[src/design/tri_area_pkg.sv]
package tri_area_pkg;

  // Default coordinate width (two's complement integer) and fraction width.
  localparam int COORD_BITS_DEF = 12;
  localparam int FRAC_BITS_DEF  = 8;

  // Width of the area result.
  localparam int AREA_W = 32;

endpackage

[src/design/tri_area_isqrt.sv]
// Pipelined integer square root, one root bit per stage, several lanes in lockstep.
module tri_area_isqrt
  import tri_area_pkg::*;
#(
  parameter int IW    = 42,
  parameter int LANES = 1
) (
  input  logic                           clk,
  input  logic                           rst,
  input  logic                           in_valid,
  output logic                           in_ready,
  input  logic [LANES-1:0][IW-1:0]       in_rad,
  output logic                           out_valid,
  input  logic                           out_ready,
  output logic [LANES-1:0][IW/2-1:0]     out_root
);

  localparam int OW = IW / 2;
  localparam int RW = OW + 2;
  localparam int TW = OW + 4;

  logic                         v     [OW];
  logic [LANES-1:0][IW-1:0]     x     [OW];
  logic [LANES-1:0][RW-1:0]     rem   [OW];
  logic [LANES-1:0][OW-1:0]     q     [OW];
  logic                         en    [OW+1];

  logic                         src_v   [OW];
  logic [LANES-1:0][IW-1:0]     src_x   [OW];
  logic [LANES-1:0][RW-1:0]     src_rem [OW];
  logic [LANES-1:0][OW-1:0]     src_q   [OW];

  assign en[OW]    = out_ready;
  assign in_ready  = en[0];
  assign out_valid = v[OW-1];
  assign out_root  = q[OW-1];

  for (genvar s = 0; s < OW; s++) begin : g_stage
    logic [LANES-1:0][IW-1:0] nx;
    logic [LANES-1:0][RW-1:0] nrem;
    logic [LANES-1:0][OW-1:0] nq;

    if (s == 0) begin : g_first
      assign src_v[s]   = in_valid;
      assign src_x[s]   = in_rad;
      assign src_rem[s] = '0;
      assign src_q[s]   = '0;
    end else begin : g_rest
      assign src_v[s]   = v[s-1];
      assign src_x[s]   = x[s-1];
      assign src_rem[s] = rem[s-1];
      assign src_q[s]   = q[s-1];
    end

    assign en[s] = !v[s] || en[s+1];

    // Bring down the next two radicand bits and try the next root bit.
    always_comb begin
      logic [TW-1:0] rcat;
      logic [TW-1:0] trial;
      for (int l = 0; l < LANES; l++) begin
        rcat  = {src_rem[s][l], src_x[s][l][IW-1:IW-2]};
        trial = TW'({src_q[s][l], 2'b01});
        nx[l] = src_x[s][l] << 2;
        if (rcat >= trial) begin
          nrem[l] = RW'(rcat - trial);
          nq[l]   = {src_q[s][l][OW-2:0], 1'b1};
        end else begin
          nrem[l] = rcat[RW-1:0];
          nq[l]   = {src_q[s][l][OW-2:0], 1'b0};
        end
      end
    end

    always_ff @(posedge clk) begin
      if (rst) begin
        v[s] <= 1'b0;
      end else if (en[s]) begin
        v[s] <= src_v[s];
      end
    end

    always_ff @(posedge clk) begin
      if (en[s]) begin
        x[s]   <= nx;
        rem[s] <= nrem;
        q[s]   <= nq;
      end
    end
  end

endmodule

[config.mk]
export PLATFORM = sky130hd
export DESIGN_NAME = tri_area_isqrt
export DESIGN_NICKNAME = d
export VERILOG_FILES = /design/src/design/tri_area_pkg.sv /design/src/design/tri_area_isqrt.sv
export SDC_FILE = /design/constraint.sdc
export NUM_CORES = 2
export LEC_CHECK = 0
export ABC_AREA = 1
export BUFFER_PORTS_ARGS = -buffer_cell sky130_fd_sc_hd__buf_2
export CORE_MARGIN = 2
export CORE_UTILIZATION = 64
export DETAILED_ROUTE_END_ITERATION = 6
export GPL_ROUTABILITY_DRIVEN = 0
export PLACE_DENSITY = 0.78
export REMOVE_ABC_BUFFERS = 1
export SETUP_SLACK_MARGIN = 0.05
export SYNTH_ARGS = -nofsm -noshare
export SYNTH_HDL_FRONTEND = slang
export SYNTH_SLANG_ARGS = --single-unit
[constraint.sdc]
create_clock -name clk -period 11.6 [get_ports clk]
set_input_delay 2.32 -clock clk [delete_from_list [all_inputs] [get_ports clk]]
set_output_delay 2.32 -clock clk [all_outputs]
set_load 0.005 [all_outputs]
---- Word-level counts from Yosys, hierarchy flattened ----
Memory sizes are Yosys's and may differ from the RTL's.
Cells that the tools add are included.
Widths: inputs -> output; s select.
storage, ports and cells
  register bits after elaboration ......... 0
  RAM bits ................................ 1785
  word-level logic and storage cells ...... 258
  input port bits ......................... 46
  memories ................................ 4
  output and inout bits ................... 23
cells by class
  reductions and logical operators ........ 42
  $lt $le $gt $ge ......................... 21
  multiplexer cells ....................... 149
  bitwise gates (word level) .............. 21
  add/subtract/negate cells ............... 21
memory list
  name  depth  width  rd ports  clocked after memory_dff  wr ports  line                  text
  x     21     40     20        0                         21        tri_area_isqrt.sv:23  logic [LANES-1:0][IW-1:0] x [OW];
  rem   21     23     20        0                         21        tri_area_isqrt.sv:24  logic [LANES-1:0][RW-1:0] rem [OW];
  q     21     21     21        0                         21        tri_area_isqrt.sv:25  logic [LANES-1:0][OW-1:0] q [OW];
  v     21     1      21        0                         21        tri_area_isqrt.sv:22  logic v [OW];
operators by type and width
  cell                 count
  $ge 25x23->1         20
  $mux 23              21
  $sub 23x23->23       20
  $mux 1               128
  $logic_not 1->1      21
  $logic_or 1x1->1     21
  $or 1x1->1           21
  $sub 2x1->3 const B  1
  $ge 2x1->1 const B   1

---- Depth between registers and ports, before layout ----
An unclocked memory read counts as a cell.
  depth in word-level cells ............... 27
  depth in mapped cells ................... 17
  depth with buffers taken out ............ 17

---- Worst setup path before layout ----
No wires, ideal clock.
  path type ............................... input port to output port
  start point ............................. input port out_ready
  end point ............................... output port in_ready
  data arrival time ....................... 8.045 ns
  cell stages on the path ................. 12
  data required time ...................... 9.280 ns
  path slack .............................. 1.235 ns
  path buffers ............................ 0
  path through ............................ inv_1 -> nand4_4 -> nor2_4 -> nand4_4 -> nor2_4 -> nand4_4 -> nor2_4 -> nand4_4 -> nor2_4 -> nand4_4 -> nor2_4 -> nand2_1
RTL lines
  what             line                  text
  start, declared  tri_area_isqrt.sv:14  input logic out_ready,
  end, declared    tri_area_isqrt.sv:11  output logic in_ready,

==> flow_metrics.tcl <==
set metrics [dict create \
    first_pass_grt_wire_length_um 169000 \
    antenna-diode-count 0 \
    detailedPlace.worstSlack_ps 2170 \
    grt.total_usage 0.248 \
    tritoncts "done" \
    residual_overflow_from_global_routing 0 \
    critPathArrivalTime_ps 7120 \
    fin_crit_ps 9440 \
    vias_in_the_first_global_route 33248 \
    post-cts-setup-buffer-count 0 \
    yosys-top-cells-area "sky130_fd_sc_hd__edfxtp_1, sky130_fd_sc_hd__ha_1, sky130_fd_sc_hd__nand2_1, sky130_fd_sc_hd__inv_1, sky130_fd_sc_hd__xor2_1" \
    critPathRequiredTime_ps 9280 \
    cp_endpoint_kind "output pin" \
    top_level_port_count 69 \
    criticalPathCategory "in -> out" \
    synth.yosys.seq_area_share 0.625 \
    synthTopCellsByCount "sky130_fd_sc_hd__edfxtp_1, sky130_fd_sc_hd__nand2_1, sky130_fd_sc_hd__inv_1" \
    post_synth_mux_area_share 0.000213 \
    post_cts.resized_instances 0 \
    synthSimpleGateAreaFrac 0.127 \
    xor_and_xnor_area_share_after_synthesis 0.0555 \
    fin_worst_skew_ps 44.4 \
    layout_cell_area_excl_fill_sq_um 58100 \
    detailed_place_hpwl_um 75900 \
    synth_area_sq_um 52900 \
    report.final.setup_viol 0 \
    synthFlopType "sky130_fd_sc_hd__edfxtp_1" \
    postSynth.asyncResetShare 0 \
    synth_compound_gate_area_share 0.0792 \
    drv_slew 0 \
    min_path_type "reg -> reg" \
    crit_path_cell_trace "buf_2 > inv_1 > nand4_4 > nor2_4 > nand4_4 > buf_4 > nor2_4 > nand4_4 > buf_4 > nor2_4 > nand4_4 > buf_4 > nor2_4 > nand4_4 > buf_4 > nor2_4 > nand2_2 > buf_4 > buf_2" \
    layout_setup_ws_ps 2160 \
    synth-edff-count 1102 \
    synth.most_common_cell "sky130_fd_sc_hd__edfxtp_1" \
    cell_type_of_the_slowest_stage_on_the_worst_timing_path "sky130_fd_sc_hd__nand4_4" \
    worst-path-max-fanout 64 \
    yosys_register_bits 1102 \
    clock_tree.root_cell "sky130_fd_sc_hd__clkbuf_16" \
    post_synth_num_cell_types 65 \
    insertion_delay_of_the_later_clocked_pin_in_the_worst_skew_pair_ps 690 \
    avgViaCountPerCell 5.68 \
    antenna_violations_before_repair 3 \
    max_cap_viol_count 0 \
    synth_area_per_cell_sq_um 11.2 \
    drc 0 \
    relSlewSlack 0.216 \
    drt-initial-drc-count 3148 \
    post_synth_top_area_share 0.625 \
    fp.coreArea_sq_um 82000 \
    cts_hold_buffers 0 \
    cts_htree_levels 3 \
    min_period_over_period 0.814 \
    largest_net_degree_at_the_start_of_global_routing 65 \
    slowest_delay_ps 650 \
    max_slew.worst_pin.slew_ps 1170 \
    first_pass_iters 6 \
    die_height_um 292 \
    power.ir.vdd_worst_v 0.000191 \
    netlist.top_cell.by_area "sky130_fd_sc_hd__edfxtp_1" \
    dominant_combinational_cell_family_by_area_after_synthesis "simple AND/OR/NAND/NOR gates" \
    synth_cells 4707 \
    post_dp_area_sq_um 54500 \
    synth_adder_area_share 0.0598 \
    final_net_count 5153 \
    antenna_violating_nets_post_route 0 \
    numCtsBuffers 108 \
    grt_setup_unrepaired "false" \
    die_area_sq_um 85000 \
    row_count 105 \
    cts.sinks 1102 \
    outcome "finished, final reports clean" \
    final-hold-violation-count 0 \
    cp-start-kind "primary input" \
    die_x_um 292 \
    p_per_area_nw_per_um2 196 \
    clk_pin_slew_worst_paths_ps 60 \
    drive_gt1_frac 0.0690 \
    wl_per_cell_um 17.6 \
    port_buffers 68 \
    fmax_ghz 0.106 \
    area.growth.synth_to_final_pct 9.90 \
    setup_total_negative_slack_ps 0 \
    ys.warnings.count 0 \
    drt_wl_total_um 106000 \
    static-leakage-power_nw 24.5 \
    cts_max_path_buffers 3 \
    start_util 0.645 \
    vias 34116 \
    worst_hold_slack_ps 384 \
]
state kept, by name (all words and copies together), names as in the netlist:
register  count
rem         430
v            21
x           420
q           231
layout make-up:
type	instances	area [sq um]
Tap cell	1070	1340
Clock buffer	119	2770
Timing Repair Buffer	85	468
Multi-Input combinational cell	2875	17000
Sequential cell	1102	33100
Clock inverter	76	895
Inverter	682	2560
Fill cell	5409	23800
kinds of logic after synthesis:
group | after synthesis
xor gates and xnor gates | 335
muxes | 1
AOI/OAI and AO/OA | 759
adders and majority gates | 253
buffers and inverters | 730
other | 1
and+or+nand+nor | 1526
DFF | 1102
cells in the final DEF, fill, tap and decap left out, types with 5 or more instances in the layout:
cell and count:
sky130_fd_sc_hd__nor2_4 11, sky130_fd_sc_hd__bufinv_16 16, sky130_fd_sc_hd__clkinv_1 31, sky130_fd_sc_hd__buf_4 17
sky130_fd_sc_hd__xnor2_1 131, sky130_fd_sc_hd__ha_1 253, sky130_fd_sc_hd__a21oi_1 284, sky130_fd_sc_hd__o21bai_1 15
sky130_fd_sc_hd__inv_2 12, sky130_fd_sc_hd__clkinv_2 12, sky130_fd_sc_hd__clkbuf_1 10, sky130_fd_sc_hd__nand4_4 5
sky130_fd_sc_hd__o21ai_0 306, sky130_fd_sc_hd__xor2_1 204, sky130_fd_sc_hd__o21ai_1 19, sky130_fd_sc_hd__clkbuf_16 109
sky130_fd_sc_hd__nand3_1 135, sky130_fd_sc_hd__nand4_1 57, sky130_fd_sc_hd__clkinvlp_4 6, sky130_fd_sc_hd__o211ai_1 18
sky130_fd_sc_hd__a31oi_1 29, sky130_fd_sc_hd__or2_2 25, sky130_fd_sc_hd__nor4_1 44, sky130_fd_sc_hd__nand2_2 11
sky130_fd_sc_hd__nor2_1 416, sky130_fd_sc_hd__inv_1 668, sky130_fd_sc_hd__nor2_2 11, sky130_fd_sc_hd__nand3b_1 6
sky130_fd_sc_hd__nand2_1 686, sky130_fd_sc_hd__buf_2 68, sky130_fd_sc_hd__nor3_1 89, sky130_fd_sc_hd__a21o_1 20
sky130_fd_sc_hd__o21a_1 21, sky130_fd_sc_hd__edfxtp_1 1102
per-layer routing:
metal	vias up	global-route usage	share of wire
li1	16626	-	-
met1	16022	0.319	0.41
met2	1206	0.432	0.50
met3	260	0.0344	0.058
met4	2	0.0908	0.036
met5	-	0	0.00010
final timing paths:
| check | startpoint | to | slack, ps | cells after the start |
|---|---|---|---|---|
| max | out_ready | in_ready | 2160 | 19 |
| min | x[2][150] | x[3][32] | 380 | 0 |
| max reg2reg | v[2][4] | rem[0][37] | 6060 | 15 |
| min reg2reg | x[2][150] | x[3][32] | 380 | 0 |
worst max-delay path: cells and delay by family:
family,cells,cell delay (ps)
buf+inv,8,2110
simple gates,11,2590
power by group:
part           total (mW)  switching [mW]  leakage [nW]  internal [mW]
logic                2.11            1.32          11.6          0.792
registers            5.74           0.536          11.2           5.20
clock network        3.57            1.49          1.76           2.08
total                11.4            3.34          24.5           8.08
per-stage QoR:
step                      total power [mW]  utilization  instances
after floorplan                       7.19            -       4659
after global placement                7.78        0.665       5814
after detailed placement              7.86        0.665       5814
after CTS                             11.5        0.709       6009
after global routing                  12.0        0.709       6009
final                                 11.4        0.709       6009
No activity file was read; power rests on OpenSTA's default activity.
